## config.mk

```make
export PLATFORM = sky130hd
export DESIGN_NAME = serial_tx_queue_with_decimal_flat
export DESIGN_NICKNAME = d
export VERILOG_FILES = /design/src/rtl/stq_pkg.sv /design/src/rtl/stq_if.sv /design/src/rtl/serial_tx_queue_with_decimal.sv /design/src/rtl/stq_ram.sv /design/src/rtl/stq_ctrl.sv /design/src/rtl/stq_dp.sv /design/src/flat_wrapper.sv
export SDC_FILE = /design/constraint.sdc
export NUM_CORES = 1
export LEC_CHECK = 0
export ABC_CLOCK_PERIOD_IN_PS = 8000
export BUFFER_PORTS_ARGS = -buffer_cell sky130_fd_sc_hd__clkbuf_2
export CORE_ASPECT_RATIO = 1.5
export CORE_MARGIN = 5
export CORE_UTILIZATION = 63
export CTS_CLUSTER_DIAMETER = 40
export DETAILED_ROUTE_END_ITERATION = 10
export GPL_ROUTABILITY_DRIVEN = 0
export GPL_TIMING_DRIVEN = 0
export PLACE_DENSITY_LB_ADDON = 0.3
export SLEW_MARGIN = 10
export SYNTH_ARGS = -nofsm -noshare
export SYNTH_HDL_FRONTEND = slang
export SYNTH_SLANG_ARGS = --single-unit
```

## constraint.sdc

```tcl
create_clock -name i_clk -period 8 [get_ports i_clk]
set_input_delay 0.8 -clock i_clk [delete_from_list [all_inputs] [get_ports i_clk]]
set_output_delay 0.8 -clock i_clk [all_outputs]
set_load 0.02 [all_outputs]
```

## src/rtl/stq_pkg.sv

```systemverilog
// Shared types and constants of the serial transmit queue.
// Depends on nothing; used by the input interface, controller, datapath and top level.
`timescale 1ns / 1ps

package stq_pkg;

    localparam int unsigned C_DEPTH  = 16;
    localparam int unsigned C_DIGITS = 5;
    localparam int unsigned C_POS_W  = $clog2(C_DIGITS);

    typedef logic [1:0]         t_func;
    typedef logic [C_POS_W-1:0] t_pos;
    typedef logic [16:0]        t_wide;

    localparam t_func C_FUNC_PUT_BYTE   = 2'd0;
    localparam t_func C_FUNC_PUT_NUMBER = 2'd1;
    localparam t_func C_FUNC_TX_READY   = 2'd2;

    localparam logic [7:0] C_ASCII_ZERO = 8'h30;
    localparam t_pos       C_POS_TOP    = t_pos'(C_DIGITS - 1);

    // Multiples of each decimal weight: C_STEP[k][j] = j * 10**k.
    localparam t_wide C_STEP [C_DIGITS][10] = '{
        '{17'd0, 17'd1, 17'd2, 17'd3, 17'd4, 17'd5, 17'd6, 17'd7, 17'd8, 17'd9},
        '{17'd0, 17'd10, 17'd20, 17'd30, 17'd40, 17'd50, 17'd60, 17'd70, 17'd80,
          17'd90},
        '{17'd0, 17'd100, 17'd200, 17'd300, 17'd400, 17'd500, 17'd600, 17'd700,
          17'd800, 17'd900},
        '{17'd0, 17'd1000, 17'd2000, 17'd3000, 17'd4000, 17'd5000, 17'd6000,
          17'd7000, 17'd8000, 17'd9000},
        '{17'd0, 17'd10000, 17'd20000, 17'd30000, 17'd40000, 17'd50000,
          17'd60000, 17'd70000, 17'd80000, 17'd90000}
    };

    // Commands from the controller to the datapath.
    typedef struct packed {
        logic load;
        logic put_byte;
        logic num_step;
        logic tx_start;
        logic tx_capture;
        logic finish;
    } t_cmd;

    // Status from the datapath to the controller.
    typedef struct packed {
        t_func func;
        logic  empty;
        logic  num_done;
        logic  res_busy;
    } t_stat;

    // Decimal digit at weight 10**k of a value known to be below 10**(k+1).
    function automatic logic [3:0] f_digit(input logic [15:0] v, input t_pos k);
        logic [3:0] d;
        d = 4'd0;
        for (int j = 1; j < 10; j++) begin
            if ({1'b0, v} >= C_STEP[k][4'(j)]) begin
                d = 4'(j);
            end
        end
        return d;
    endfunction

endpackage

```

## src/rtl/stq_if.sv

```systemverilog
// Valid/ready channel interfaces of the serial transmit queue.
// Depends on stq_pkg.
`timescale 1ns / 1ps

interface stq_in_if;
    import stq_pkg::*;
    logic        valid;
    logic        ready;
    t_func       func;
    logic [7:0]  char_byte;
    logic [15:0] number;
    modport source (output valid, func, char_byte, number, input ready);
    modport sink   (input valid, func, char_byte, number, output ready);
endinterface

interface stq_out_if;
    logic       valid;
    logic       ready;
    logic       accepted;
    logic       out_valid;
    logic [7:0] out_byte;
    logic       drain_enabled;
    modport source (output valid, accepted, out_valid, out_byte, drain_enabled, input ready);
    modport sink   (input valid, accepted, out_valid, out_byte, drain_enabled, output ready);
endinterface

```

## src/rtl/serial_tx_queue_with_decimal.sv

```systemverilog
// Top level of the serial transmit queue with decimal number output.
// Depends on stq_pkg, stq_if, stq_ctrl and stq_dp.
`timescale 1ns / 1ps

// The block buffers bytes for a serial transmitter in a ring of DEPTH slots,
// of which DEPTH-1 can hold data. Requests arrive as beats on i_in: a put
// byte, a put number (queued as ASCII decimal, most significant digit first,
// without leading zeros), or a transmitter-ready event that dequeues the
// oldest byte or, on an empty queue, clears the drain-enable flag. Every
// request produces exactly one result beat on o_out carrying the accepted
// flag, the dequeued byte with its valid flag, and the drain flag.
// One request is processed at a time. A transmitter-ready event on a
// non-empty queue passes through an extra state for the registered read
// of the byte RAM, and a put number is paced by the digit unit, which
// produces one decimal digit per cycle over the five decimal weights and
// stores every digit but the leading zeros; a number cut off by a full
// queue ends sooner. A result waiting in the output register does not
// block acceptance of the next request; only the finishing step of that
// next request waits until the receiver has taken the previous beat.
// Synchronous reset empties the queue, clears the drain flag and drops any
// pending result; the byte RAM itself is not cleared.

module serial_tx_queue_with_decimal #(
    parameter int unsigned DEPTH = stq_pkg::C_DEPTH
) (
    input  logic       i_clk,
    input  logic       i_rst_n,
    stq_in_if.sink     i_in,
    stq_out_if.source  o_out
);

    import stq_pkg::*;

    t_cmd  w_cmd;
    t_stat w_stat;

    // The controller only sequences; all storage lives in the datapath.
    stq_ctrl u_ctrl (
        .i_clk      (i_clk),
        .i_rst_n    (i_rst_n),
        .i_in_valid (i_in.valid),
        .o_in_ready (i_in.ready),
        .i_stat     (w_stat),
        .o_cmd      (w_cmd)
    );

    stq_dp #(
        .DEPTH (DEPTH)
    ) u_dp (
        .i_clk           (i_clk),
        .i_rst_n         (i_rst_n),
        .i_cmd           (w_cmd),
        .o_stat          (w_stat),
        .i_func          (i_in.func),
        .i_char_byte     (i_in.char_byte),
        .i_number        (i_in.number),
        .o_res_valid     (o_out.valid),
        .i_res_ready     (o_out.ready),
        .o_accepted      (o_out.accepted),
        .o_out_valid     (o_out.out_valid),
        .o_out_byte      (o_out.out_byte),
        .o_drain_enabled (o_out.drain_enabled)
    );

endmodule

```

## src/rtl/stq_ram.sv

```systemverilog
// Generic simple dual-port RAM with one write port and a registered read port.
// Depends on nothing.
`timescale 1ns / 1ps

module stq_ram #(
    parameter int unsigned WIDTH = 8,
    parameter int unsigned DEPTH = 16
) (
    input  logic                     i_clk,
    input  logic                     i_we,
    input  logic [$clog2(DEPTH)-1:0] i_waddr,
    input  logic [WIDTH-1:0]         i_wdata,
    input  logic                     i_re,
    input  logic [$clog2(DEPTH)-1:0] i_raddr,
    output logic [WIDTH-1:0]         o_rdata
);

    logic [WIDTH-1:0] r_mem [DEPTH];
    logic [WIDTH-1:0] r_rdata;

    always_ff @(posedge i_clk) begin
        if (i_we) begin
            r_mem[i_waddr] <= i_wdata;
        end
        if (i_re) begin
            r_rdata <= r_mem[i_raddr];
        end
    end

    assign o_rdata = r_rdata;

endmodule

```

## src/rtl/stq_ctrl.sv

```systemverilog
// Sequencing state machine of the serial transmit queue.
// Depends on stq_pkg; drives the datapath through t_cmd and reads t_stat.
`timescale 1ns / 1ps

module stq_ctrl (
    input  logic          i_clk,
    input  logic          i_rst_n,
    input  logic          i_in_valid,
    output logic          o_in_ready,
    input  stq_pkg::t_stat i_stat,
    output stq_pkg::t_cmd  o_cmd
);

    import stq_pkg::*;

    typedef enum logic [2:0] {
        S_IDLE,
        S_EXEC,
        S_NUM,
        S_TXCAP,
        S_DONE
    } t_state;

    t_state r_state;
    t_state n_state;
    logic   r_in_ready;
    logic   n_in_ready;
    t_cmd   w_cmd;

    always_comb begin
        w_cmd   = '0;
        n_state = r_state;
        unique case (r_state)
            S_IDLE: begin
                if (i_in_valid && r_in_ready) begin
                    w_cmd.load = 1'b1;
                    n_state    = S_EXEC;
                end
            end
            S_EXEC: begin
                unique case (i_stat.func)
                    C_FUNC_PUT_BYTE: begin
                        w_cmd.put_byte = 1'b1;
                        n_state        = S_DONE;
                    end
                    C_FUNC_PUT_NUMBER: begin
                        w_cmd.num_step = 1'b1;
                        n_state        = i_stat.num_done ? S_DONE : S_NUM;
                    end
                    C_FUNC_TX_READY: begin
                        w_cmd.tx_start = 1'b1;
                        n_state        = i_stat.empty ? S_DONE : S_TXCAP;
                    end
                    default: begin
                        n_state = S_DONE;
                    end
                endcase
            end
            S_NUM: begin
                w_cmd.num_step = 1'b1;
                if (i_stat.num_done) begin
                    n_state = S_DONE;
                end
            end
            S_TXCAP: begin
                w_cmd.tx_capture = 1'b1;
                n_state          = S_DONE;
            end
            S_DONE: begin
                if (!i_stat.res_busy) begin
                    w_cmd.finish = 1'b1;
                    n_state      = S_IDLE;
                end
            end
            default: begin
                n_state = S_IDLE;
            end
        endcase
        n_in_ready = (n_state == S_IDLE);
    end

    always_ff @(posedge i_clk) begin
        if (!i_rst_n) begin
            r_state    <= S_IDLE;
            r_in_ready <= 1'b0;
        end else begin
            r_state    <= n_state;
            r_in_ready <= n_in_ready;
        end
    end

    assign o_in_ready = r_in_ready;
    assign o_cmd      = w_cmd;

endmodule

```

## src/rtl/stq_dp.sv

```systemverilog
// Datapath of the serial transmit queue: ring indices, byte RAM, decimal digit
// unit and output register. Depends on stq_pkg and stq_ram.
`timescale 1ns / 1ps

module stq_dp #(
    parameter int unsigned DEPTH = stq_pkg::C_DEPTH
) (
    input  logic           i_clk,
    input  logic           i_rst_n,
    input  stq_pkg::t_cmd  i_cmd,
    output stq_pkg::t_stat o_stat,
    input  stq_pkg::t_func i_func,
    input  logic [7:0]     i_char_byte,
    input  logic [15:0]    i_number,
    output logic           o_res_valid,
    input  logic           i_res_ready,
    output logic           o_accepted,
    output logic           o_out_valid,
    output logic [7:0]     o_out_byte,
    output logic           o_drain_enabled
);

    import stq_pkg::*;

    localparam int unsigned AW = $clog2(DEPTH);
    typedef logic [AW-1:0] t_idx;
    localparam t_idx C_LAST = t_idx'(DEPTH - 1);

    // Queue control.
    t_idx r_wr;
    t_idx r_rd;
    logic r_drain;
    logic r_res_valid;

    // Current item.
    t_func       r_func;
    logic [7:0]  r_char;
    logic [15:0] r_num;
    t_pos        r_pos;
    logic        r_started;
    logic        r_acc;
    logic        r_obv;
    logic [7:0]  r_ob;

    // Output register.
    logic       r_res_acc;
    logic       r_res_ov;
    logic [7:0] r_res_ob;
    logic       r_res_drain;

    t_idx        w_wr_next;
    t_idx        w_rd_next;
    logic        w_full;
    logic        w_empty;
    logic [3:0]  w_digit;
    t_wide       w_sub;
    logic        w_emit;
    logic        w_we;
    logic [7:0]  w_wdata;
    logic        w_re;
    logic [7:0]  w_rdata;

    assign w_wr_next = (r_wr == C_LAST) ? '0 : r_wr + t_idx'(1);
    assign w_rd_next = (r_rd == C_LAST) ? '0 : r_rd + t_idx'(1);
    assign w_full    = (w_wr_next == r_rd);
    assign w_empty   = (r_wr == r_rd);

    // One decimal digit per step, most significant weight first.
    assign w_digit = f_digit(r_num, r_pos);
    assign w_sub   = {1'b0, r_num} - C_STEP[r_pos][w_digit];
    // Leading zeros are skipped, but the units digit always goes out.
    assign w_emit  = r_started || (w_digit != 4'd0) || (r_pos == '0);

    assign w_we    = (i_cmd.put_byte && !w_full) || (i_cmd.num_step && w_emit && !w_full);
    assign w_wdata = i_cmd.put_byte ? r_char : (C_ASCII_ZERO + {4'b0000, w_digit});
    assign w_re    = i_cmd.tx_start && !w_empty;

    stq_ram #(
        .WIDTH (8),
        .DEPTH (DEPTH)
    ) u_ram (
        .i_clk   (i_clk),
        .i_we    (w_we),
        .i_waddr (r_wr),
        .i_wdata (w_wdata),
        .i_re    (w_re),
        .i_raddr (r_rd),
        .o_rdata (w_rdata)
    );

    always_ff @(posedge i_clk) begin
        if (!i_rst_n) begin
            r_wr        <= '0;
            r_rd        <= '0;
            r_drain     <= 1'b0;
            r_res_valid <= 1'b0;
        end else begin
            if (w_we) begin
                r_wr    <= w_wr_next;
                r_drain <= 1'b1;
            end
            if (i_cmd.tx_start) begin
                if (w_empty) begin
                    r_drain <= 1'b0;
                end else begin
                    r_rd <= w_rd_next;
                end
            end
            if (i_cmd.finish) begin
                r_res_valid <= 1'b1;
            end else if (i_res_ready) begin
                r_res_valid <= 1'b0;
            end
        end
    end

    always_ff @(posedge i_clk) begin
        if (i_cmd.load) begin
            r_func    <= i_func;
            r_char    <= i_char_byte;
            r_num     <= i_number;
            r_pos     <= C_POS_TOP;
            r_started <= 1'b0;
            r_acc     <= (i_func == C_FUNC_PUT_BYTE) || (i_func == C_FUNC_PUT_NUMBER);
            r_obv     <= 1'b0;
            r_ob      <= 8'h00;
        end
        if (i_cmd.put_byte && w_full) begin
            r_acc <= 1'b0;
        end
        if (i_cmd.num_step) begin
            r_num <= w_sub[15:0];
            r_pos <= r_pos - t_pos'(1);
            if (w_emit) begin
                r_started <= 1'b1;
                if (w_full) begin
                    r_acc <= 1'b0;
                end
            end
        end
        if (i_cmd.tx_start) begin
            r_obv <= !w_empty;
        end
        if (i_cmd.tx_capture) begin
            r_ob <= w_rdata;
        end
        if (i_cmd.finish) begin
            r_res_acc   <= r_acc;
            r_res_ov    <= r_obv;
            r_res_ob    <= r_ob;
            r_res_drain <= r_drain;
        end
    end

    assign o_stat.func     = r_func;
    assign o_stat.empty    = w_empty;
    assign o_stat.num_done = (r_pos == '0) || (w_emit && w_full);
    assign o_stat.res_busy = r_res_valid && !i_res_ready;

    assign o_res_valid     = r_res_valid;
    assign o_accepted      = r_res_acc;
    assign o_out_valid     = r_res_ov;
    assign o_out_byte      = r_res_ob;
    assign o_drain_enabled = r_res_drain;

endmodule

```

## src/flat_wrapper.sv

```systemverilog
// flat-port wrapper written by rule: the top's interface ports become plain ports
module serial_tx_queue_with_decimal_flat import stq_pkg::*;
#(
    parameter int unsigned DEPTH = stq_pkg::C_DEPTH
)
  (i_clk, i_rst_n, i_in_valid, i_in_func, i_in_char_byte, i_in_number, i_in_ready, o_out_valid, o_out_accepted, o_out_out_valid, o_out_out_byte, o_out_drain_enabled, o_out_ready);
  stq_in_if i_in_i ();
  stq_out_if o_out_i ();
  input  logic i_clk;
  input  logic i_rst_n;
  input wire logic [$bits(i_in_i.valid)-1:0] i_in_valid;
  input wire logic [$bits(i_in_i.func)-1:0] i_in_func;
  input wire logic [$bits(i_in_i.char_byte)-1:0] i_in_char_byte;
  input wire logic [$bits(i_in_i.number)-1:0] i_in_number;
  output wire logic [$bits(i_in_i.ready)-1:0] i_in_ready;
  output wire logic [$bits(o_out_i.valid)-1:0] o_out_valid;
  output wire logic [$bits(o_out_i.accepted)-1:0] o_out_accepted;
  output wire logic [$bits(o_out_i.out_valid)-1:0] o_out_out_valid;
  output wire logic [$bits(o_out_i.out_byte)-1:0] o_out_out_byte;
  output wire logic [$bits(o_out_i.drain_enabled)-1:0] o_out_drain_enabled;
  input wire logic [$bits(o_out_i.ready)-1:0] o_out_ready;
  assign i_in_i.valid = i_in_valid;
  assign i_in_i.func = i_in_func;
  assign i_in_i.char_byte = i_in_char_byte;
  assign i_in_i.number = i_in_number;
  assign i_in_ready = i_in_i.ready;
  assign o_out_valid = o_out_i.valid;
  assign o_out_accepted = o_out_i.accepted;
  assign o_out_out_valid = o_out_i.out_valid;
  assign o_out_out_byte = o_out_i.out_byte;
  assign o_out_drain_enabled = o_out_i.drain_enabled;
  assign o_out_i.ready = o_out_ready;
  serial_tx_queue_with_decimal #(.DEPTH(DEPTH)) u_core (.i_clk(i_clk), .i_rst_n(i_rst_n), .i_in(i_in_i), .o_out(o_out_i));
endmodule
```

Yosys cells after proc, flatten, opt, wreduce, memory -nomap -nowiden
Memory sizes are Yosys's and may differ from the RTL's. A register that Yosys moved wholly into a read port is not among the register bits.
Index checks and enable logic that the tools add are counted.
{"block": "classes", "reduce_logical": 27, "n_addsub": 5, "n_bitwise": 3, "eq_ne": 11, "n_mux": 56, "n_lt_le_gt_ge": 9}
{"op": "170-bit two-way mux", "count": 2}
{"op": "16-bit by 17-bit greater-or-equal comparator with 1-bit output", "count": 7}
{"op": "17-bit binary-select mux with 4-bit select", "count": 1}
{"op": "16-bit two-way mux", "count": 4}
{"op": "1-bit two-way mux", "count": 28}
{"op": "4-bit two-way mux", "count": 6}
{"op": "8-bit two-way mux", "count": 3}
{"op": "3-bit two-way mux", "count": 7}
{"op": "16-bit subtractor", "count": 1}
{"op": "3-bit case mux with 5 select lines", "count": 1}
{"op": "3-bit logical NOT", "count": 3}
{"op": "4-bit by 1-bit adder with 4-bit output, second input constant", "count": 2}
{"op": "4-bit equality test", "count": 2}
{"op": "4-bit equality test, second input constant", "count": 2}
{"op": "1-bit logical AND", "count": 8}
{"op": "2-bit nonzero test", "count": 4}
{"op": "6-bit by 4-bit adder with 7-bit output, first input constant", "count": 1}
{"op": "3-bit by 2-bit equality test with 1-bit output, second input constant", "count": 2}
{"op": "3-bit case mux with 2 select lines", "count": 1}
{"op": "5-bit greater-or-equal comparator, second input constant", "count": 1}
{"op": "1-bit logical OR", "count": 5}
{"op": "4-bit inverter with 5-bit output", "count": 1}
{"op": "2-bit by 1-bit equality test with 1-bit output, second input constant", "count": 2}
{"op": "4-bit greater-or-equal comparator, second input constant", "count": 1}
{"op": "other kinds (12)", "count": 16}
{"block": "word_totals", "ff_bits": 65, "ramBits": 128, "in_bits": 30, "mem_count": 2, "wordCells": 131, "rom_bits": 1360}
{"memory": "(name not given)", "words": 8, "width": 170, "read_ports": 1, "rd_ports_with_merged_regs": 0, "write_ports": 0, "line": "stq_dp.sv:70", "rtl": "assign w_sub = {1'b0, r_num} - C_STEP[r_pos][w_digit];"}
{"memory": "u_core.u_dp.u_ram.r_mem", "words": 16, "width": 8, "read_ports": 1, "rd_ports_with_merged_regs": 1, "write_ports": 1, "line": "stq_ram.sv:18", "rtl": "logic [WIDTH-1:0] r_mem [DEPTH];"}

Depth between registers and ports, before layout
Gate-level depths: netlist (run 1).
{"block": "logic_depth", "depth_word": 21, "ltp_mapped": 26}

Hierarchy
A second synthesis (run 1) with hierarchy kept.
{"block": "hier_totals", "hier_cells": 855, "area_unflattened_um2": 11175.7}
{"module": "stq_dp", "instances": 1, "cells_per_inst": 589, "area_per_inst_um2": 5652.9, "seq_area_each_um2": 1711.6}
{"module": "stq_ram", "instances": 1, "cells_per_inst": 229, "area_per_inst_um2": 5227.5, "seq_area_each_um2": 4083.9}
{"module": "stq_ctrl", "instances": 1, "cells_per_inst": 37, "area_per_inst_um2": 295.3, "seq_area_each_um2": 80.1}

Least setup slack after synthesis (run 1)
OpenSTA, ideal clock, no wires.
{"block": "synth_path", "path_kind": "reg-to-reg", "from": "register u_core.u_dp.r_pos[2]", "to": "register u_core.u_dp.r_num[11] (data pin)", "synth_period_minus_slack_ps": 6306, "t_arrival_ps": 6039, "slack_ps": 1694, "path_stages_with_launch": 22, "n_path_buf": 1, "path_cell_list": "edfxtp_1 inv_1 clkbuf_1 nand2_1 ha_1 and4b_1 nand3_1 o41ai_2 nor2_1 o21ai_1 mux4_1 mux2_2 ha_1 o21a_1 o31a_1 or4_1 and3_1 a2111oi_0 o21bai_1 a21oi_1 xor2_1 o21ai_0"}
{"block": "synth_between", "elab_chain_cells": 18}
{"element": "start, declared", "line": "stq_dp.sv:39", "rtl": "t_pos r_pos;"}
{"element": "start signal, assigned", "line": "stq_dp.sv:133", "rtl": "r_pos <= r_pos - t_pos'(1);"}
{"element": "3-bit inverter with 4-bit output (not written as such) (*)", "line": "stq_pkg.sv:58, stq_dp.sv:70"}
{"element": "memory read 8 x 170 bit (*)"}
{"element": "170-bit two-way mux (not written as such) (*) (2 in series)", "line": "stq_dp.sv:70"}
{"element": "16-bit by 17-bit greater-or-equal comparator with 1-bit output", "line": "stq_pkg.sv:58", "rtl": "if ({1'b0, v} >= C_STEP[k][4'(j)]) begin"}
{"element": "1-bit two-way mux", "line": "stq_pkg.sv:58"}
{"element": "2-bit two-way mux (2 in series)", "line": "stq_pkg.sv:58"}
{"element": "4-bit two-way mux (4 in series)", "line": "stq_pkg.sv:58"}
{"element": "4-bit inverter with 5-bit output (not written as such)", "line": "stq_dp.sv:70"}
{"element": "17-bit binary-select mux with 4-bit select (*)", "line": "stq_dp.sv:70"}
{"element": "16-bit two-way mux (not written as such) (*) (2 in series)", "line": "stq_dp.sv:70"}
{"element": "16-bit subtractor (*)", "line": "stq_dp.sv:70"}
{"element": "16-bit two-way mux (*)", "line": "stq_dp.sv:131", "rtl": "if (i_cmd.num_step) begin"}
{"element": "end signal, assigned", "line": "stq_dp.sv:121", "rtl": "r_num <= i_number;"}
{"element": "end signal, assigned", "line": "stq_dp.sv:132", "rtl": "r_num <= w_sub[15:0];"}
{"element": "end, declared", "line": "stq_dp.sv:38", "rtl": "logic [15:0] r_num;"}
Mark *: on every way between the ends. The rest lies on a longest branch, timed or not. The select of a mux whose other input is x is not followed.
A chain may end at the register's enable or synchronous reset.

Worst setup path after layout (run 1)
Ends and elaborated chain as after synthesis.

==> impl_metrics.toml, run 1 <==
[run_status]
status = "complete, no violations"

[worst_setup_path]
r2r-end = "u_core.u_dp.r_num[11]$_DFFE_PP_"
r2r_start = "u_core.u_dp.r_pos[2]$_SDFFCE_PN1P_"
reg2reg_setup_slack_ns = 0.31
end_kind = "flip-flop"
reg2reg_depth = 21
cp_common_cell = "ha_1"
cp_data_required_time_ns = 8.22
crit_arrival_ns = 7.91
max_stage_delay_ns = 0.95
setup.worst_path.start_class = "flip-flop"
crit_slowest_cell = "o41ai_2"
path_max_fanout = 20
path_cells = "inv_1, clkbuf_2, nand2_1, ha_1, and4b_1, nand3_1, o41ai_2, nor2_1, o21ai_1, mux4_1, mux2_2, ha_1, o21a_1, o31a_1, or4_1, and3_1, a2111oi_2, o21bai_1, a21oi_1, xor2_1, o21ai_0"
critPathKind = "flip-flop to flip-flop"

[yosys]
synth-main-ff-cell = "edfxtp_1"
ys_types = 77
synth.area.top_cells = "edfxtp_1 (50%), ha_1 (10%), mux4_2 (8.2%)"
async_reset_ff_frac = 0
synth_nets = 996
syn_inst = 874
syn_avg_cell_area_um2 = 12.63
synth_top_area_share = 0.5035
synth-seq-cells = 201
synth-edff-count = 185
synth_area_leader_cell = "edfxtp_1"
synthesis.area_um2 = 11030
synth-seq-area-share = 0.5325
ys_warn_count = 0

[grt]
antenna_found_initial = 0
grt_use_total = 0.2800
grt_overflow_total = 0
grt_first_pass_wirelength_um = 43440
first_global_vias = 8055
grt_max_degree = 21

[floorplan]
rows = 59
start_util = 0.6388
die_area_um2 = 20320
fp.coreArea_um2 = 17270
pin_count = 43
dieWidth_um = 118.1
die_h_um = 172.1

[timing]
finalCritPeriodShare = 0.9610
min_period_ns = 7.688
worst_pin_slew_ns = 1.044
fin_worst_skew_ns = 0.01294
max_slew_margin = 0.2965
finalSetupViolCount = 0
final_hold_viol_count = 0
fmax_mhz = 130.1
rsz0062_at_grt = "no"
slew_violations = 0

[finish]
layout.cells.non_filler = 1161
drive_gt1_frac = 0.1445
antenna_cells = 0
area_growth_pct = 10.45
nets = 1058

[power_and_ir_drop]
power.density_nw_per_um2 = 202.7
p_leak_nw = 4.591
fin_total_pwr_mw = 2.471
irDropWorstVdd_mv = 0.2667

[drt]
drt_pass1_iterations = 8
num_vias = 7830
wl_per_cell_um = 24.64
ant_nets = 0
drtIter0Drc = 781
vias_per_cell = 6.744
drt-total-wl_um = 28610
drc = 0

[placed_design]
port_buffers = 41
hpwlAfterDp_um = 20910
dp_cells = 1128

[clock_network]
clock-sinks = 201
postCtsHoldBufs = 0
cts_buffer_depth = 3
path_clk_slew_ns = 0.07
cts_tree = "done"
htreeDepth = 1
cts_buffers = 19
clockRootBuffer = "clkbuf_16"
post-cts-setup-buffers = 0
clk_latency_ns = 0.50

[worst_hold_path]
min_from = "u_core.u_dp.r_obv$_SDFFCE_PN0P_"
hold_path_depth = 0
worst_hold_path_type = "flip-flop to flip-flop"
min_to = "u_core.u_dp.o_out_valid$_DFFE_PP_"

[run]
cap_violations = 0
where the power goes:
group / switching, mW / internal [mW] / leakage [nW] / total [mW]
sequential: 0.0206 / 1.17 / 1.89 / 1.19
clock: 0.389 / 0.541 / 0.311 / 0.930
combinational: 0.217 / 0.132 / 2.39 / 0.348
total: 0.627 / 1.84 / 4.59 / 2.47
repair_timing:
| action | in CTS | in global routing |
|---|---|---|
| setup endpoints to repair | 5 | 6 |
| gates cloned | 0 | 0 |
| resized for setup | 1 | 7 |
cells in the final DEF, fill, tap and decap left out, types with 24 or more instances in the layout:
| master | synthesis | layout |
|---|---|---|
| edfxtp_1 | 185 | 185 |
| inv_1 | 32 | 32 |
| clkbuf_1 | 25 | 24 |
| o21ai_0 | 58 | 58 |
| nor2_1 | 52 | 51 |
| and3_1 | 26 | 26 |
| clkbuf_2 | 0 | 43 |
| a21oi_1 | 44 | 41 |
| ha_1 | 91 | 91 |
| nand2_1 | 63 | 63 |
| mux4_2 | 40 | 40 |
metal layers:
| metal | global-route usage | wire length, um | vias up | part of all wire |
|---|---|---|---|---|
| met5 | 0 | 0 | - | 0 |
| met4 | 0.2201 | 2638 | 0 | 0.092 |
| met3 | 0.03370 | 1463 | 155 | 0.051 |
| met2 | 0.5307 | 15280 | 356 | 0.53 |
| met1 | 0.2722 | 9227 | 3765 | 0.32 |
| li1 | - | - | 3554 | - |
cell usage after synthesis (3+ instances only):
| cell | number |
|---|---|
| o22ai_1 | 5 |
| or2_2 | 6 |
| o211ai_1 | 4 |
| nand2_1 | 63 |
| clkbuf_1 | 25 |
| nand3_1 | 23 |
| ha_1 | 91 |
| a311oi_1 | 3 |
| xnor2_1 | 8 |
| a21o_1 | 9 |
| o31ai_1 | 3 |
| o31a_1 | 3 |
| buf_1 | 5 |
| nor2_1 | 52 |
| inv_1 | 32 |
| and3_1 | 26 |
| nor3_1 | 14 |
| and4_1 | 4 |
| a211oi_1 | 8 |
| mux4_2 | 40 |
| edfxtp_1 | 185 |
| nand4_1 | 7 |
| xor2_1 | 15 |
| o21a_1 | 5 |
| a31oi_1 | 13 |
| o41ai_1 | 3 |
| a2111oi_0 | 4 |
| o21ai_0 | 58 |
| a31o_2 | 4 |
| nor2b_1 | 12 |
| a21oi_1 | 44 |
| mux2i_1 | 3 |
| and2_1 | 13 |
| o21bai_1 | 5 |
| nand2b_1 | 8 |
| nor4_1 | 4 |
| dfxtp_1 | 16 |
layout make-up:
cell class                      instances  area, um2
Buffer                                 30      115.1
Fill cell                            1194       5086
Clock inverter                         13      165.2
Sequential cell                       201       5876
Timing Repair Buffer                   41      205.2
Clock buffer                           20      479.2
Inverter                               32      120.1
Multi-Input combinational cell        611       4961
Tap cell                              213      266.5
kinds of logic after synthesis:
kind of cell             count (synthesis)  synth area share
AO/OA/AOI/OAI                          203            0.1199
XOR/XNOR                                23           0.01826
adder cells (fa/ha/maj)                 92            0.1050
buffers and inverters                   62           0.02109
flip-flops                             201            0.5325
multiplexers                            45           0.08777
AND/OR/NAND/NOR                        248            0.1155
registers in the layout, summed over array words and instances, names as in the netlist:
name	cells
u_core.u_dp.o_out_byte	8
u_core.u_dp.o_res_valid	1
u_core.u_dp.r_ob	8
u_core.u_dp.u_ram.r_mem	128
u_core.u_dp.r_wr	4
u_core.u_dp.r_func	2
u_core.u_dp.r_char	8
u_core.u_ctrl.o_in_ready	1
u_core.u_ctrl.r_state	3
u_core.u_dp.r_started	1
u_core.u_dp.r_obv	1
u_core.u_dp.r_pos	3
u_core.u_dp.r_rd	4
u_core.u_dp.r_drain	1
u_core.u_dp.r_num	16
u_core.u_dp.r_acc	1
u_core.u_dp.o_out_valid	1
u_core.u_dp.u_ram.o_rdata	8
u_core.u_dp.o_drain_enabled	1
u_core.u_dp.o_accepted	1
stage by stage:
| stage | instance area [um2] | utilization | setup WS (ns) | hold WS [ns] | TNS (ns) |
|---|---|---|---|---|---|
| CTS | 12150 | 0.7035 | 0.07546 | 0.4179 | 0 |
| global route | 12190 | 0.7056 | 0.02125 | 0.4351 | 0 |
| detailed placement | 11510 | 0.6661 | -0.4552 | 0.4045 | -1.113 |
| floorplan | 11030 | - | 1.694 | 0.4003 | 0 |
| finish | 12190 | 0.7056 | 0.3121 | 0.4116 | 0 |
| global placement | 11510 | 0.6661 | -0.4242 | 0.4012 | -0.9041 |
worst max-delay path by stage:
stage | startpoint | endpoint | slack [ns] | cells past startpoint
after floorplan | u_core.u_dp.r_pos[2]$_SDFFCE_PN1P_ | u_core.u_dp.r_num[11]$_DFFE_PP_ | 1.69 | 21
after global placement | u_core.u_dp.r_pos[2]$_SDFFCE_PN1P_ | u_core.u_dp.r_num[11]$_DFFE_PP_ | -0.42 | 22
after detailed placement | u_core.u_dp.r_pos[2]$_SDFFCE_PN1P_ | u_core.u_dp.r_num[11]$_DFFE_PP_ | -0.46 | 22
after CTS | u_core.u_dp.r_pos[2]$_SDFFCE_PN1P_ | u_core.u_dp.r_num[11]$_DFFE_PP_ | 0.08 | 22
after global routing | u_core.u_dp.r_pos[2]$_SDFFCE_PN1P_ | u_core.u_dp.r_num[11]$_DFFE_PP_ | 0.02 | 23
final | u_core.u_dp.r_pos[2]$_SDFFCE_PN1P_ | u_core.u_dp.r_num[11]$_DFFE_PP_ | 0.31 | 21
critical path, delay by kind of cell, from the launching register on:
family | cells | cell delay (ns)
xor gates and xnor gates | 1 | 0.16
muxes | 2 | 0.70
buffers and inverters | 2 | 0.66
AOI/OAI and AO/OA | 8 | 2.61
and+or+nand+nor | 6 | 1.94
adders and majority gates | 2 | 0.81
DFF | 1 | 0.51
No activity file was read; power rests on OpenSTA's default activity.
==> run 2, diff against run 1 <==
--- a/config.mk
+++ b/config.mk
@@ -14,7 +14,7 @@
 export DETAILED_ROUTE_END_ITERATION = 10
 export GPL_ROUTABILITY_DRIVEN = 0
 export GPL_TIMING_DRIVEN = 0
-export PLACE_DENSITY_LB_ADDON = 0.3
+export PLACE_DENSITY_LB_ADDON = 0.15
 export SLEW_MARGIN = 10
 export SYNTH_ARGS = -nofsm -noshare
 export SYNTH_HDL_FRONTEND = slang
==> run 2 against run 1 <==
Compared with the run above:
- combinational power is 2% higher
- clock skew up 0.00082 ns
- maximum frequency fell by 0.97%
- global-route usage up 0.19 points
- via count is 1.1% higher
- sequential share of layout area up 0.29 points
- register-to-register slack worse by 0.08 ns
- die area is the same
- critical path type unchanged
- critical endpoint unchanged
- largest power group unchanged
- highest routed layer unchanged
==> impl_metrics.toml, run 2 (synthesized netlist as in run 1, its figures left out) <==
[run_status]
status = "complete, no violations"

[drt]
drt_pass1_iterations = 9
drc = 0
wl_per_cell_um = 24.81
drt-total-wl_um = 28760
ant_nets = 0
num_vias = 7916
drtIter0Drc = 888
vias_per_cell = 6.830

[worst_setup_path]
setup.worst_path.start_class = "flip-flop"
crit_arrival_ns = 7.98
endpoint = "u_core.u_dp.r_num[11]$_DFFE_PP_"
path_max_fanout = 20
max_stage_delay_ns = 0.79
reg2reg_depth = 22
r2r-end = "u_core.u_dp.r_num[11]$_DFFE_PP_"
critPathKind = "flip-flop to flip-flop"
path_cells = "inv_1, clkbuf_2, nand2_1, ha_1, o21ai_0, o21bai_1, a2111oi_1, o31a_1, nor3b_2, o21ai_1, or2_1, o22a_1, ha_1, nor2b_1, o31a_1, or4_1, and3_1, a2111oi_2, o21bai_1, a21oi_1, xor2_1, o21ai_0"
critPathLaunch = "u_core.u_dp.r_pos[2]$_SDFFCE_PN1P_"
crit_slowest_cell = "a2111oi_1"
cp_data_required_time_ns = 8.22
end_kind = "flip-flop"
reg2reg_setup_slack_ns = 0.24
r2r_start = "u_core.u_dp.r_pos[2]$_SDFFCE_PN1P_"

[worst_hold_path]
worst_hold_path_type = "flip-flop to flip-flop"

[clock_network]
clockRootBuffer = "clkbuf_16"
cts_buffer_depth = 3
cts_tree = "done"
path_clk_slew_ns = 0.06
cts_buffers = 19
clk_latency_ns = 0.48
postCtsHoldBufs = 0
clock-sinks = 201
htreeDepth = 1

[finish]
drive_gt1_frac = 0.1374
nets = 1058
final_cell_mix = "edfxtp_1 (185), ha_1 (91), nand2_1 (63)"
reg_top3 = "u_core.u_dp.u_ram.r_mem (128), u_core.u_dp.r_num (16)"
regMostFlops = "u_core.u_dp.u_ram.r_mem"
largest_register_ff_count = 128
finalInstanceArea_um2 = 12110
final_core_util = 0.7013
num-fill-cells = 1182
layout.cells.non_filler = 1159
antenna_cells = 0
area_growth_pct = 9.786
final_common_cell = "edfxtp_1"

[timing]
slew_violations = 0
fmax_mhz = 128.8
finalSetupViolCount = 0
fin_worst_skew_ns = 0.01376
worst_pin_slew_ns = 1.185
min_period_ns = 7.763
rsz0062_at_grt = "yes"
final_hold_viol_count = 0
tns_ns = 0
finalCritPeriodShare = 0.9704
max_slew_margin = 0.2073

[floorplan]
rows = 59
pin_count = 43
fp.coreArea_um2 = 17270
dieWidth_um = 118.1
start_util = 0.6388
die_area_um2 = 20320
die_h_um = 172.1

[grt]
grt_first_pass_wirelength_um = 44120
grt_overflow_total = 0
antenna_found_initial = 0
first_global_vias = 8116
grt_max_degree = 21
grt_use_total = 0.2819

[run]
cap_violations = 0

[placed_design]
port_buffers = 41
dpl_cell_area_um2 = 11510
hpwlAfterDp_um = 21580
dp_cells = 1128

[power_and_ir_drop]
irDropWorstVdd_mv = 0.3062
power.density_nw_per_um2 = 197.9
fin_total_pwr_mw = 2.397
p_leak_nw = 4.554
[run 2: cell type report]
cell class	count	area, um2	share of cell area
multi-input combinational	611	4955	0.4090
clock buffer	26	511.7	0.04224
buffer	30	113.9	0.009399
inverter	32	120.1	0.009915
sequential	201	5876	0.4850
timing repair buffer	41	205.2	0.01694
tap	213	266.5	0.02200
clock inverter	5	66.31	0.005474
[run 2: worst min path at each step]
stage          slack (ns)                             endpoint                              start  cells past startpoint
5_1_grt              0.43  u_core.u_dp.o_out_byte[1]$_DFFE_PP_  u_core.u_dp.r_ob[1]$_SDFFCE_PP0P_                      0
2_1_floorplan        0.40  u_core.u_dp.o_out_byte[0]$_DFFE_PP_  u_core.u_dp.r_ob[0]$_SDFFCE_PP0P_                      0
4_1_cts              0.42  u_core.u_dp.o_out_byte[3]$_DFFE_PP_  u_core.u_dp.r_ob[3]$_SDFFCE_PP0P_                      0
6_report             0.42  u_core.u_dp.o_out_byte[3]$_DFFE_PP_  u_core.u_dp.r_ob[3]$_SDFFCE_PP0P_                      0
3_5_place_dp         0.40  u_core.u_dp.o_out_byte[3]$_DFFE_PP_  u_core.u_dp.r_ob[3]$_SDFFCE_PP0P_                      0
3_3_place_gp         0.40  u_core.u_dp.o_out_byte[7]$_DFFE_PP_  u_core.u_dp.r_ob[7]$_SDFFCE_PP0P_                      0
[run 2: routing by layer]
metal,global-route usage,vias up,wire length (um)
met4,0.1916,0,2491
met3,0.03730,151,1559
met5,0,-,0
met1,0.2760,3792,9155
li1,-,3559,-
met2,0.5445,414,15550
[run 2: timing repair]
action                                  4_1_cts  5_1_grt
buffers inserted                              0        0
gates resized for setup                       2        4
cloned                                        0        0
endpoints found under the setup margin        6        6
[run 2: power breakdown]
group	internal [mW]	switching [mW]	total [mW]
registers	1.17	0.0212	1.19
logic	0.131	0.224	0.355
clock network	0.485	0.364	0.849
[run 2: through the flow]
step | hold slack, ns | setup WS (ns)
final | 0.4178 | 0.2371
after global routing | 0.4287 | -0.1466
after CTS | 0.4192 | 0.1670
after detailed placement | 0.4045 | -0.5846
after global placement | 0.4045 | -0.3171
after floorplan | 0.4003 | 1.694
[run 2: critical path, delay by kind of cell (launching register included)]
family,cells,cell delay (ns)
adders and majority gates,2,0.72
buffers and inverters,2,0.63
and+or+nand+nor,6,2.39
DFF,1,0.52
xor gates and xnor gates,1,0.16
AOI/OAI and AO/OA,11,3.06
==> run 3, diff against run 2 <==
--- a/config.mk
+++ b/config.mk
@@ -8,13 +8,14 @@
 export ABC_CLOCK_PERIOD_IN_PS = 8000
 export BUFFER_PORTS_ARGS = -buffer_cell sky130_fd_sc_hd__clkbuf_2
 export CORE_ASPECT_RATIO = 1.5
-export CORE_MARGIN = 5
+export CORE_MARGIN = 4
 export CORE_UTILIZATION = 63
 export CTS_CLUSTER_DIAMETER = 40
 export DETAILED_ROUTE_END_ITERATION = 10
 export GPL_ROUTABILITY_DRIVEN = 0
 export GPL_TIMING_DRIVEN = 0
 export PLACE_DENSITY_LB_ADDON = 0.15
+export SKIP_LAST_GASP = 1
 export SLEW_MARGIN = 10
 export SYNTH_ARGS = -nofsm -noshare
 export SYNTH_HDL_FRONTEND = slang
==> run 3 against run 2 <==
Compared with the run above:
- non-clock buffer count unchanged
- design area up 0.76%
- routed wire length up 0.33%
- highest routed layer unchanged
==> impl_metrics.toml, run 3 (synthesized netlist as in run 1, its figures left out) <==
[power_and_ir_drop]
power.density_nw_per_um2 = 201.6
switching_share = 0.2584
intPower_mw = 1.825
p_leak_nw = 4.604
switchingPower_uw = 635.9
fin_total_pwr_mw = 2.461
p_comb_frac = 0.144
pwr-share-clk = 0.372
irDropWorstVdd_mv = 0.2058
seqPwrFrac = 0.485

[finish]
largest_register_ff_count = 128
regMostFlops = "u_core.u_dp.u_ram.r_mem"
nets = 1059
layout.cells.non_filler = 1163
drive_gt1_frac = 0.1432
finalInstanceArea_um2 = 12210
reg_top3 = "u_core.u_dp.u_ram.r_mem (128), u_core.u_dp.r_num (16)"
area_growth_pct = 10.62
final_common_cell = "edfxtp_1"
final_cell_mix = "edfxtp_1 (185), ha_1 (91), nand2_1 (62)"
final_core_util = 0.7066
num-fill-cells = 1182
antenna_cells = 0

[timing]
final_hold_viol_count = 0
fin_worst_skew_ns = 0.01353
hold_ws_ns = 0.4281
max_slew_margin = 0.2222
tns_ns = 0
min_period_ns = 7.826
finalSetupViolCount = 0
slew_violations = 0
worst_pin_slew_ns = 1.162
setup_ws_ns = 0.1743
rsz0062_at_grt = "no"
fmax_mhz = 127.8
finalCritPeriodShare = 0.9782

[placed_design]
dpl_cell_area_um2 = 11510
port_buffers = 41
hpwlAfterDp_um = 21560
place_ws_ns = -0.6943
dp_cells = 1128

[worst_setup_path]
cp_data_required_time_ns = 8.22
crit_slowest_cell = "a2111oi_1"
crit_arrival_ns = 8.05
critPathTopFamily = "compound AO/OA/AOI/OAI gates"
critPathKind = "flip-flop to flip-flop"
end_kind = "flip-flop"
path_cells = "clkbuf_1, clkbuf_1, nor2_1, ha_1, a2111oi_0, nor2_1, a2111oi_0, o21ai_0, a211oi_1, o221a_2, clkbuf_1, clkbuf_1, mux2_2, ha_1, o21a_1, o31a_1, or4_1, and3_1, a2111oi_1, o21bai_1, a21oi_1, xor2_1, o21ai_0"
setup.worst_path.start_class = "flip-flop"
cp.buffers_inverters = 4
cp_common_cell = "clkbuf_1"
path_max_fanout = 10
max_stage_delay_ns = 0.64

[clock_network]
clockRootBuffer = "clkbuf_16"
clk_latency_ns = 0.50
cts_tree = "done"
clock-sinks = 201
htreeDepth = 1
cts_buffer_depth = 3
path_clk_slew_ns = 0.07
postCtsHoldBufs = 0
cts_buffers = 20

[drt]
drtIter0Drc = 738
ant_nets = 0
drt-total-wl_um = 28860
num_vias = 7875
drt_pass1_iterations = 6
drc = 0
vias_per_cell = 6.771
wl_per_cell_um = 24.81

[grt]
grt_overflow_total = 0
grt_max_degree = 21
antenna_found_initial = 0
first_global_vias = 8141
grt_first_pass_wirelength_um = 44230
grt_use_total = 0.2970

[floorplan]
die_h_um = 170.1
start_util = 0.6388
dieWidth_um = 116.1
fp.coreArea_um2 = 17270
rows = 59
die_area_um2 = 19740
pin_count = 43

[worst_hold_path]
worst_hold_path_type = "flip-flop to flip-flop"

[run_status]
status = "complete, no violations"

[run]
cap_violations = 0
==> run 3: cell types whose count changed in the layout (fill, tap and decap cells not counted), moves of 2 or more <==
| cell | delta |
|---|---|
| clkbuf_1 | -3 |
| clkinv_1 | +2 |
| inv_8 | +2 |
| o41ai_2 | -2 |
==> run 3: cell type report <==
cell class / count / area (um2) / share of cell area
Inverter: 32 / 120.1 / 0.009840
Tap cell: 213 / 266.5 / 0.02183
Timing Repair Buffer: 41 / 205.2 / 0.01681
Clock inverter: 10 / 110.1 / 0.009020
Multi-Input combinational cell: 611 / 4976 / 0.4076
Clock buffer: 25 / 539.3 / 0.04418
Sequential cell: 201 / 5876 / 0.4813
Buffer: 30 / 113.9 / 0.009328
==> run 3: repair_timing <==
action                                  4_1_cts  5_1_grt
endpoints found under the setup margin        8        3
resized for setup                             2        4
buffers inserted                              0        0
==> run 3: routing by layer <==
| layer | vias to the layer above | global-route usage | wire length (um) |
|---|---|---|---|
| li1 | 3554 | - | - |
| met1 | 3812 | 0.3065 | 9465 |
| met2 | 382 | 0.5585 | 15840 |
| met3 | 127 | 0.03629 | 1420 |
| met4 | 0 | 0.1792 | 2128 |
| met5 | - | 0 | 0 |
==> run 3: worst register-to-register path: stages, from the launching register on <==
cell and delay (ns):
edfxtp_1 0.52, clkbuf_1 0.38, clkbuf_1 0.40, nor2_1 0.23, ha_1 0.25, a2111oi_0 0.58
nor2_1 0.10, a2111oi_0 0.41, o21ai_0 0.27, a211oi_1 0.38, o221a_2 0.27, clkbuf_1 0.35
clkbuf_1 0.41, mux2_2 0.41, ha_1 0.34, o21a_1 0.19, o31a_1 0.13, or4_1 0.52
and3_1 0.21, a2111oi_1 0.64, o21bai_1 0.12, a21oi_1 0.20, xor2_1 0.17, o21ai_0 0.09
==> run 3: path summary, 6_finish.rpt <==
kind	slack, ns	end	start	depth (start not counted)
setup / recovery	0.17	u_core.u_dp.r_num[11]$_DFFE_PP_	u_core.u_dp.r_pos[2]$_SDFFCE_PN1P_	23
hold / removal	0.43	u_core.u_dp.o_out_valid$_DFFE_PP_	u_core.u_dp.r_obv$_SDFFCE_PN0P_	0
setup reg to reg	0.17	u_core.u_dp.r_num[11]$_DFFE_PP_	u_core.u_dp.r_pos[2]$_SDFFCE_PN1P_	23
hold reg to reg	0.43	u_core.u_dp.o_out_valid$_DFFE_PP_	u_core.u_dp.r_obv$_SDFFCE_PN0P_	0
==> run 3: power groups by stage <==
| stage | Combinational [mW] | Sequential (mW) | Clock, mW |
|---|---|---|---|
| after CTS | 0.340 | 1.19 | 0.926 |
| after global placement | 0.323 | 1.21 | 0 |
| final | 0.353 | 1.19 | 0.915 |
| after global routing | 0.384 | 1.19 | 0.974 |
| after floorplan | 0.242 | 1.21 | 0 |
| after detailed placement | 0.339 | 1.22 | 0 |
